**config.mk**
```make
export PLATFORM = sky130hd
export DESIGN_NAME = cpu8_alu_with_flags
export DESIGN_NICKNAME = d
export VERILOG_FILES = /design/src/cpu8alu_pkg.sv /design/src/cpu8alu_core.sv /design/src/cpu8_alu_with_flags.sv
export VERILOG_INCLUDE_DIRS = /design/src /design/src/src
export SDC_FILE = /design/constraint.sdc
export NUM_CORES = 1
export LEC_CHECK = 0
export BUFFER_PORTS_ARGS = -buffer_cell sky130_fd_sc_hd__buf_2
export CAP_MARGIN = 20
export CORE_MARGIN = 2
export CORE_UTILIZATION = 45
export DETAILED_ROUTE_END_ITERATION = 8
export GPL_TIMING_DRIVEN = 0
export PLACE_DENSITY_LB_ADDON = 0.2
export SETUP_SLACK_MARGIN = 0.1
export SYNTH_ARGS = -nofsm -noshare
export SYNTH_HDL_FRONTEND = slang
export SYNTH_SLANG_ARGS = --single-unit
```
**constraint.sdc**
```tcl
create_clock -name clk -period 4.3 [get_ports clk]
set_clock_uncertainty 0.15 [all_clocks]
set_input_delay 0.43 -clock clk [delete_from_list [all_inputs] [get_ports clk]]
set_output_delay 0.43 -clock clk [all_outputs]
set_load 0.005 [all_outputs]
```
**src/cpu8_alu_with_flags_defines.svh**
```systemverilog
// Assertion macros used by the ALU top level.
`ifndef CPU8_ALU_WITH_FLAGS_DEFINES_SVH
`define CPU8_ALU_WITH_FLAGS_DEFINES_SVH

`ifndef SYNTH
// Same-cycle implication, disabled while reset is low.
`define CPU8_ASSERT_NOW(lbl, ck, rn, ante, cons) \
  lbl: assert property (@(posedge ck) disable iff (!rn) (ante) |-> (cons)) \
    else $error("cpu8 alu: same-cycle check failed");
// Next-cycle implication, disabled while reset is low.
`define CPU8_ASSERT_NEXT(lbl, ck, rn, ante, cons) \
  lbl: assert property (@(posedge ck) disable iff (!rn) (ante) |=> (cons)) \
    else $error("cpu8 alu: next-cycle check failed");
`else
`define CPU8_ASSERT_NOW(lbl, ck, rn, ante, cons)
`define CPU8_ASSERT_NEXT(lbl, ck, rn, ante, cons)
`endif

`endif

```
**src/cpu8alu_pkg.sv**
```systemverilog
// Operation codes, constants and shared types of the ALU.
package cpu8alu_pkg;

  localparam int KIND_W = 6;

  localparam logic [KIND_W-1:0] K_ADD    = 6'd0;
  localparam logic [KIND_W-1:0] K_ADC    = 6'd1;
  localparam logic [KIND_W-1:0] K_SUB    = 6'd2;
  localparam logic [KIND_W-1:0] K_SBC    = 6'd3;
  localparam logic [KIND_W-1:0] K_AND    = 6'd4;
  localparam logic [KIND_W-1:0] K_XOR    = 6'd5;
  localparam logic [KIND_W-1:0] K_OR     = 6'd6;
  localparam logic [KIND_W-1:0] K_CP     = 6'd7;
  localparam logic [KIND_W-1:0] K_INC8   = 6'd8;
  localparam logic [KIND_W-1:0] K_DEC8   = 6'd9;
  localparam logic [KIND_W-1:0] K_RLCA   = 6'd10;
  localparam logic [KIND_W-1:0] K_RRCA   = 6'd11;
  localparam logic [KIND_W-1:0] K_RLA    = 6'd12;
  localparam logic [KIND_W-1:0] K_RRA    = 6'd13;
  localparam logic [KIND_W-1:0] K_DAA    = 6'd14;
  localparam logic [KIND_W-1:0] K_CPL    = 6'd15;
  localparam logic [KIND_W-1:0] K_SCF    = 6'd16;
  localparam logic [KIND_W-1:0] K_CCF    = 6'd17;
  localparam logic [KIND_W-1:0] K_RLC    = 6'd18;
  localparam logic [KIND_W-1:0] K_RRC    = 6'd19;
  localparam logic [KIND_W-1:0] K_RL     = 6'd20;
  localparam logic [KIND_W-1:0] K_RR     = 6'd21;
  localparam logic [KIND_W-1:0] K_SLA    = 6'd22;
  localparam logic [KIND_W-1:0] K_SRA    = 6'd23;
  localparam logic [KIND_W-1:0] K_SWAP   = 6'd24;
  localparam logic [KIND_W-1:0] K_SRL    = 6'd25;
  localparam logic [KIND_W-1:0] K_BIT    = 6'd26;
  localparam logic [KIND_W-1:0] K_RES    = 6'd27;
  localparam logic [KIND_W-1:0] K_SET    = 6'd28;
  localparam logic [KIND_W-1:0] K_ADD16  = 6'd29;
  localparam logic [KIND_W-1:0] K_ADDSP  = 6'd30;
  localparam logic [KIND_W-1:0] K_INC16  = 6'd31;
  localparam logic [KIND_W-1:0] K_DEC16  = 6'd32;
  localparam logic [KIND_W-1:0] K_LDFLAG = 6'd33;

  localparam logic [7:0] DAA_LIMIT = 8'h99;
  localparam logic [7:0] DAA_HI    = 8'h60;
  localparam logic [7:0] DAA_LO    = 8'h06;
  localparam logic [3:0] DAA_DIGIT = 4'd9;

  typedef struct packed {
    logic z;
    logic n;
    logic h;
    logic c;
  } flags_t;

  typedef struct packed {
    logic [15:0] result;
    logic        write_back;
    flags_t      flags;
  } alu_out_t;

endpackage

```
**src/cpu8alu_core.sv**
```systemverilog
// Combinational datapath: one operation, result, write-back mark and new flags.
module cpu8alu_core (
  input  logic [cpu8alu_pkg::KIND_W-1:0] kind,
  input  logic [15:0]                    operand_a,
  input  logic [15:0]                    operand_b,
  input  logic [2:0]                     bit_index,
  input  cpu8alu_pkg::flags_t            flags_in,
  output cpu8alu_pkg::alu_out_t          alu_out
);
  import cpu8alu_pkg::*;

  logic [7:0]  a;
  logic [7:0]  b;
  logic        cin;
  logic        t_add;
  logic        t_sub;
  logic [8:0]  sum9;
  logic [4:0]  sum5;
  logic [8:0]  dif9;
  logic [4:0]  dif5;
  logic [7:0]  inc8;
  logic [7:0]  dec8;
  logic [7:0]  daa_r;
  logic        daa_c;
  logic [16:0] sum17;
  logic [12:0] sum13;
  logic [15:0] sp_off;
  logic [7:0]  bit_mask;
  logic [7:0]  r8;
  flags_t      f;

  assign a        = operand_a[7:0];
  assign b        = operand_b[7:0];
  assign cin      = flags_in.c;
  assign t_add    = (kind == K_ADC) ? cin : 1'b0;
  assign t_sub    = (kind == K_SBC) ? cin : 1'b0;
  assign sum9     = {1'b0, a} + {1'b0, b} + {8'b0, t_add};
  assign sum5     = {1'b0, a[3:0]} + {1'b0, b[3:0]} + {4'b0, t_add};
  assign dif9     = {1'b0, a} - {1'b0, b} - {8'b0, t_sub};
  assign dif5     = {1'b0, a[3:0]} - {1'b0, b[3:0]} - {4'b0, t_sub};
  assign inc8     = a + 8'd1;
  assign dec8     = a - 8'd1;
  assign sum17    = {1'b0, operand_a} + {1'b0, operand_b};
  assign sum13    = {1'b0, operand_a[11:0]} + {1'b0, operand_b[11:0]};
  assign sp_off   = {{8{b[7]}}, b};
  assign bit_mask = 8'd1 << bit_index;

  // Decimal adjust after add or subtract.
  always_comb begin
    daa_r = a;
    daa_c = cin;
    if (!flags_in.n) begin
      if (cin || (a > DAA_LIMIT)) begin
        daa_r = daa_r + DAA_HI;
        daa_c = 1'b1;
      end
      if (flags_in.h || (a[3:0] > DAA_DIGIT)) begin
        daa_r = daa_r + DAA_LO;
      end
    end else begin
      if (cin) begin
        daa_r = daa_r - DAA_HI;
      end
      if (flags_in.h) begin
        daa_r = daa_r - DAA_LO;
      end
    end
  end

  always_comb begin
    r8                 = 8'd0;
    f                  = flags_in;
    alu_out.result     = 16'd0;
    alu_out.write_back = 1'b1;
    case (kind)
      K_ADD, K_ADC: begin
        r8 = sum9[7:0];
        f  = '{z: (r8 == 8'd0), n: 1'b0, h: sum5[4], c: sum9[8]};
      end
      K_SUB, K_SBC, K_CP: begin
        r8 = dif9[7:0];
        f  = '{z: (r8 == 8'd0), n: 1'b1, h: dif5[4], c: dif9[8]};
        if (kind == K_CP) begin
          r8                 = 8'd0;
          alu_out.write_back = 1'b0;
        end
      end
      K_AND: begin
        r8 = a & b;
        f  = '{z: (r8 == 8'd0), n: 1'b0, h: 1'b1, c: 1'b0};
      end
      K_XOR: begin
        r8 = a ^ b;
        f  = '{z: (r8 == 8'd0), n: 1'b0, h: 1'b0, c: 1'b0};
      end
      K_OR: begin
        r8 = a | b;
        f  = '{z: (r8 == 8'd0), n: 1'b0, h: 1'b0, c: 1'b0};
      end
      K_INC8: begin
        r8 = inc8;
        f  = '{z: (r8 == 8'd0), n: 1'b0, h: (r8[3:0] == 4'h0), c: cin};
      end
      K_DEC8: begin
        r8 = dec8;
        f  = '{z: (r8 == 8'd0), n: 1'b1, h: (r8[3:0] == 4'hF), c: cin};
      end
      K_RLCA, K_RLC: begin
        r8 = {a[6:0], a[7]};
        f  = '{z: (kind == K_RLC) && (r8 == 8'd0), n: 1'b0, h: 1'b0, c: a[7]};
      end
      K_RRCA, K_RRC: begin
        r8 = {a[0], a[7:1]};
        f  = '{z: (kind == K_RRC) && (r8 == 8'd0), n: 1'b0, h: 1'b0, c: a[0]};
      end
      K_RLA, K_RL: begin
        r8 = {a[6:0], cin};
        f  = '{z: (kind == K_RL) && (r8 == 8'd0), n: 1'b0, h: 1'b0, c: a[7]};
      end
      K_RRA, K_RR: begin
        r8 = {cin, a[7:1]};
        f  = '{z: (kind == K_RR) && (r8 == 8'd0), n: 1'b0, h: 1'b0, c: a[0]};
      end
      K_DAA: begin
        r8 = daa_r;
        f  = '{z: (r8 == 8'd0), n: flags_in.n, h: 1'b0, c: daa_c};
      end
      K_CPL: begin
        r8 = ~a;
        f  = '{z: flags_in.z, n: 1'b1, h: 1'b1, c: cin};
      end
      K_SCF: begin
        alu_out.write_back = 1'b0;
        f = '{z: flags_in.z, n: 1'b0, h: 1'b0, c: 1'b1};
      end
      K_CCF: begin
        alu_out.write_back = 1'b0;
        f = '{z: flags_in.z, n: 1'b0, h: 1'b0, c: ~cin};
      end
      K_SLA: begin
        r8 = {a[6:0], 1'b0};
        f  = '{z: (r8 == 8'd0), n: 1'b0, h: 1'b0, c: a[7]};
      end
      K_SRA: begin
        r8 = {a[7], a[7:1]};
        f  = '{z: (r8 == 8'd0), n: 1'b0, h: 1'b0, c: a[0]};
      end
      K_SWAP: begin
        r8 = {a[3:0], a[7:4]};
        f  = '{z: (r8 == 8'd0), n: 1'b0, h: 1'b0, c: 1'b0};
      end
      K_SRL: begin
        r8 = {1'b0, a[7:1]};
        f  = '{z: (r8 == 8'd0), n: 1'b0, h: 1'b0, c: a[0]};
      end
      K_BIT: begin
        alu_out.write_back = 1'b0;
        f = '{z: ~a[bit_index], n: 1'b0, h: 1'b1, c: cin};
      end
      K_RES: begin
        r8 = a & ~bit_mask;
      end
      K_SET: begin
        r8 = a | bit_mask;
      end
      default: begin
      end
    endcase

    alu_out.result = {8'd0, r8};

    // Wide operations drive the full result word.
    case (kind)
      K_ADD16: begin
        alu_out.result = sum17[15:0];
        f = '{z: flags_in.z, n: 1'b0, h: sum13[12], c: sum17[16]};
      end
      K_ADDSP: begin
        alu_out.result = operand_a + sp_off;
        f = '{z: 1'b0, n: 1'b0, h: sum5[4], c: sum9[8]};
      end
      K_INC16: begin
        alu_out.result = operand_a + 16'd1;
      end
      K_DEC16: begin
        alu_out.result = operand_a - 16'd1;
      end
      K_LDFLAG: begin
        alu_out.result = {operand_a[15:4], 4'h0};
        f = operand_a[7:4];
      end
      default: begin
        if (kind > K_LDFLAG) begin
          alu_out.write_back = 1'b0;
        end
      end
    endcase

    alu_out.flags = f;
  end

endmodule

```
**src/cpu8_alu_with_flags.sv**
```systemverilog
// Top level of the 8-bit CPU ALU: input stage, result stage and flag register.
//
//   channel | direction | handshake              | payload
//   --------+-----------+------------------------+-----------------------------------------
//   in_     | in        | in_valid / in_ready    | kind, operand_a, operand_b, bit_index
//   out_    | out       | out_valid / out_ready  | result, write_back, four flags
//
// One item per cycle sustained while the output is not stalled; a result passes the
// input register, then the result register, and turns valid once it is in the latter.
// The Z/N/H/C register updates when an item moves into the result register, so
// the next item in the input register already sees its flags.
// Synchronous active-low reset clears both stage valids and the flags.
// A stalled result holds; the input stage keeps taking items until it is full.
module cpu8_alu_with_flags (
  input  logic                           clk,
  input  logic                           rst_n,
  input  logic                           in_valid,
  output logic                           in_ready,
  input  logic [cpu8alu_pkg::KIND_W-1:0] in_kind,
  input  logic [15:0]                    in_operand_a,
  input  logic [15:0]                    in_operand_b,
  input  logic [2:0]                     in_bit_index,
  output logic                           out_valid,
  input  logic                           out_ready,
  output logic [15:0]                    out_result,
  output logic                           out_write_back,
  output logic                           out_flag_zero,
  output logic                           out_flag_subtract,
  output logic                           out_flag_half_carry,
  output logic                           out_flag_carry
);
  import cpu8alu_pkg::*;

  `include "cpu8_alu_with_flags_defines.svh"

  // Input stage.
  logic              s1_v_r;
  logic              s1_v_nxt;
  logic [KIND_W-1:0] s1_kind_r;
  logic [15:0]       s1_a_r;
  logic [15:0]       s1_b_r;
  logic [2:0]        s1_bi_r;

  // Result stage and flag register.
  logic              out_v_r;
  logic              out_v_nxt;
  logic [15:0]       out_result_r;
  logic              out_wb_r;
  flags_t            flag_r;

  logic              in_xfer;
  logic              s2_load;
  alu_out_t          alu_out;

  // Advance into the result stage when it is empty or being drained.
  assign s2_load  = s1_v_r && (!out_v_r || out_ready);
  assign in_ready = !s1_v_r || s2_load;
  assign in_xfer  = in_valid && in_ready;

  always_comb begin
    s1_v_nxt = s1_v_r;
    if (in_xfer) begin
      s1_v_nxt = 1'b1;
    end else if (s2_load) begin
      s1_v_nxt = 1'b0;
    end
    out_v_nxt = out_v_r;
    if (s2_load) begin
      out_v_nxt = 1'b1;
    end else if (out_ready) begin
      out_v_nxt = 1'b0;
    end
  end

  cpu8alu_core u_core (
    .kind      (s1_kind_r),
    .operand_a (s1_a_r),
    .operand_b (s1_b_r),
    .bit_index (s1_bi_r),
    .flags_in  (flag_r),
    .alu_out   (alu_out)
  );

  // Control state and flags.
  always_ff @(posedge clk) begin
    if (!rst_n) begin
      s1_v_r  <= 1'b0;
      out_v_r <= 1'b0;
      flag_r  <= '0;
    end else begin
      s1_v_r  <= s1_v_nxt;
      out_v_r <= out_v_nxt;
      if (s2_load) begin
        flag_r <= alu_out.flags;
      end
    end
  end

  // Payload: capture on transfer, hold otherwise.
  always_ff @(posedge clk) begin
    if (in_xfer) begin
      s1_kind_r <= in_kind;
      s1_a_r    <= in_operand_a;
      s1_b_r    <= in_operand_b;
      s1_bi_r   <= in_bit_index;
    end
    if (s2_load) begin
      out_result_r <= alu_out.result;
      out_wb_r     <= alu_out.write_back;
    end
  end

  // The flag register doubles as the flag part of the result register.
  assign out_valid           = out_v_r;
  assign out_result          = out_result_r;
  assign out_write_back      = out_wb_r;
  assign out_flag_zero       = flag_r.z;
  assign out_flag_subtract   = flag_r.n;
  assign out_flag_half_carry = flag_r.h;
  assign out_flag_carry      = flag_r.c;

  // An item moved forward always shows up as a valid result.
  `CPU8_ASSERT_NEXT(a_load_gives_result, clk, rst_n, s2_load, out_v_r)
  // A held input item stays put with its operation.
  `CPU8_ASSERT_NEXT(a_s1_holds, clk, rst_n, s1_v_r && !s2_load, s1_v_r && $stable(s1_kind_r))
  // Full pipe with a stalled result takes no new input.
  `CPU8_ASSERT_NOW(a_full_blocks, clk, rst_n, s1_v_r && out_v_r && !out_ready, !in_ready)

endmodule

```
==> flow_metrics.py <==
metrics = {
    "global_route": {
        "grt.overflow.total": 0,
        "met2_usage": 0.476,
        "grt_use_met3": 0.0715,
        "antenna_found_initial": 0,
        "grt_pass1_wl_um": 43800,
        "grt_pass1_vias": 7263,
        "use_met1": 0.480,
        "track_usage": 0.331,
        "busiest_layer": "met1",
        "grt_start_max_net_pins": 42,
    },
    "synthesis": {
        "synth_top_area_cell": "edfxtp_1",
        "synth_top_family_by_area": "compound AO/OA/AOI/OAI gates",
        "ys_types": 96,
        "ys_seq_area_frac": 0.253,
        "ys_top_cells_by_count": "75 x nor2_1, 68 x a21oi_1, 65 x ha_1",
        "postSynthAreaPerCell_sq_um": 8.38,
        "synth-simple-area-share": 0.215,
        "yosys_register_bits": 64,
        "synth_nets": 993,
        "synth-xor-area-share": 0.0691,
        "synth_compound_gate_area_share": 0.266,
        "async_flop_share": 0,
        "syn_inst": 877,
        "synthAdderAreaFrac": 0.127,
        "synthMuxAreaShare": 0.0146,
        "synth_ff_type": "edfxtp_1",
        "synth_warnings": 0,
        "synth-edff-count": 58,
        "yosysMostFrequentCell": "nor2_1",
        "synth_area_leaders": "edfxtp_1 24%, ha_1 11%, xnor2_1 5.6%",
        "netlist_area_sq_um": 7350,
        "synth_top_area_frac": 0.237,
    },
    "routing": {
        "drt-total-wl_um": 28700,
        "dr.pass1.iters": 5,
        "drt_iter0_markers": 999,
        "vias": 7838,
        "drcViolationCount": 0,
        "via_per_inst": 6.59,
        "drtAntennaViolNets": 0,
        "avgRoutedWirePerCell_um": 24.2,
    },
    "cts": {
        "numCtsBuffers": 9,
        "cts_max_level": 3,
        "clkSinkCount": 64,
        "clkLatencyLatePin_ps": 360,
        "holdBufCountCts": 0,
        "clockBufferDepth": 2,
        "cts_tree": "built",
        "path_clk_slew_ps": 70,
        "cts-root-buf": "clkbuf_16",
    },
    "timing": {
        "drv_slew": 0,
        "min_period_over_period": 0.952,
        "fmax_ghz": 0.244,
        "fin_crit_ps": 4100,
        "max_slew_margin": 0.311,
        "setup_violations": 0,
        "setup_tns_ps": 0,
        "setup_ws_ps": 205,
        "rsz0062_at_grt": "true",
        "hold_violations": 0,
        "tightest_slew_ps": 1010,
    },
    "placed_design": {
        "place_congestion": 1.03,
        "pre_cts_ws_ps": -1040,
        "place_hpwl_um": 22300,
        "port_buffers": 67,
    },
    "die": {
        "num_rows": 46,
        "die_height_um": 132,
        "ios": 68,
        "fp.coreArea_sq_um": 15900,
        "initial_core_util": 0.461,
        "die_w_um": 132,
        "dieArea_sq_um": 17400,
    },
    "critical_path": {
        "cp-start-kind": "flop",
        "crit_path_end_kind": "flop",
        "timing_worst_setup_path_type": "flop to flop",
        "path_max_fanout": 10,
        "crit_arrival_ps": 4020,
        "worstPathRequired_ps": 4230,
    },
    "pwr": {
        "power.leakage_nw": 3.31,
        "finalPower_mw": 2.42,
        "peakVddDrop_v": 0.000188,
        "p_per_area_nw_per_um2": 284,
    },
    "outcome": {
        "outcome": "finished, final reports clean",
    },
    "flow_run": {
        "maxCapViolCount": 0,
    },
    "finish": {
        "nNetsFinal": 1083,
        "areaGrowthSynthToFinish_pct": 15.7,
        "layout-drive-gt1-share": 0.176,
    },
    "hold_path": {
        "hp-class": "input pin to flop",
    },
}
-- cells in the final DEF (no fill, tap or decap), types with 6 or more instances in the layout --
| cell type | instances |
|---|---|
| nor4_1 | 7 |
| edfxtp_1 | 58 |
| nand2_1 | 61 |
| ha_1 | 65 |
| a22oi_1 | 14 |
| and3_1 | 12 |
| o21bai_1 | 6 |
| dfxtp_1 | 6 |
| o221ai_1 | 7 |
| a211oi_1 | 10 |
| nor3_1 | 29 |
| o22ai_1 | 10 |
| xor2_1 | 11 |
| nand2b_1 | 15 |
| nand4_1 | 9 |
| o21ai_0 | 55 |
| o21a_1 | 6 |
| a31oi_1 | 7 |
| nor2b_1 | 15 |
| clkbuf_16 | 9 |
| buf_2 | 85 |
| a221oi_1 | 8 |
| xnor2_1 | 47 |
| nor2_1 | 72 |
| a21oi_1 | 66 |
| nand3_1 | 28 |
| inv_1 | 37 |
| o211ai_1 | 6 |
| a21o_1 | 10 |
| clkbuf_1 | 16 |
| o21ai_1 | 8 |
| buf_4 | 19 |
| or3_1 | 7 |
| nor3b_1 | 6 |
-- cells by family after synthesis --
| logic type | after synthesis |
|---|---|
| AOI/OAI and AO/OA | 286 |
| xor gates and xnor gates | 58 |
| adders and majority gates | 71 |
| buffers and inverters | 89 |
| DFF | 64 |
| muxes | 8 |
| and+or+nand+nor | 301 |
-- what timing repair did --
item	CTS	global route
setup buffers	2	8
pin swaps	2	3
gates resized for setup	13	16
endpoints found under the setup margin	18	9
-- state kept, by name (all words and copies together), names as in the netlist --
signal	count
out_flag_subtract	1
out_flag_carry	1
s1_a_r	16
out_flag_zero	1
out_valid	1
out_result	16
out_flag_half_carry	1
s1_bi_r	3
out_write_back	1
s1_kind_r	6
s1_b_r	16
s1_v_r	1
-- routing by layer --
layer	vias up	wire (um)
met5	-	0
met4	0	1300
met3	106	3350
met2	545	11600
met1	3688	12400
li1	3499	-
-- power by group --
group	leakage, nW	total (mW)	switching (mW)	internal, mW
sequential	0.607	0.755	0.0316	0.724
clock	0.155	0.821	0.312	0.509
combinational	2.54	0.841	0.522	0.319
total	3.31	2.42	0.866	1.55
-- final timing paths --
path,slack [ps],end,start,cells past startpoint
hold / removal,90,s1_kind_r[2],in_kind[2],1
hold reg to reg,370,out_valid,s1_v_r,2
setup reg to reg,200,out_result[15],s1_a_r[2],12
setup / recovery,200,out_result[15],s1_a_r[2],12
-- cell type report --
class	instances	area, sq um
Antenna cell	1	2.50
Buffer	49	268
Clock buffer	9	225
Clock inverter	7	93.8
Fill cell	1534	7430
Inverter	40	150
Multi-Input combinational cell	724	5200
Sequential cell	64	1860
Tap cell	216	270
Timing Repair Buffer	79	438
-- worst max-delay path, stage by stage (launching register included) --
cell	delay [ps]
edfxtp_1	660
buf_2	370
inv_1	270
ha_1	370
buf_2	210
o21ai_0	240
nor3_1	120
o41ai_2	370
o21ai_1	190
o41ai_4	410
o21ai_1	170
xnor2_1	160
o211ai_1	100
-- stage by stage --
stage / cells / util / hold WS [ps] / area, sq um
after CTS: 1180 / 0.526 / 90.3 / 8380
after floorplan: 877 / - / 337 / 7350
after detailed placement: 1162 / 0.501 / 359 / 7990
after global placement: 1160 / 0.499 / 363 / 7960
after global routing: 1188 / 0.534 / 88.2 / 8510
final: 1189 / 0.534 / 92.9 / 8510
No activity file was read; power rests on OpenSTA's default activity.
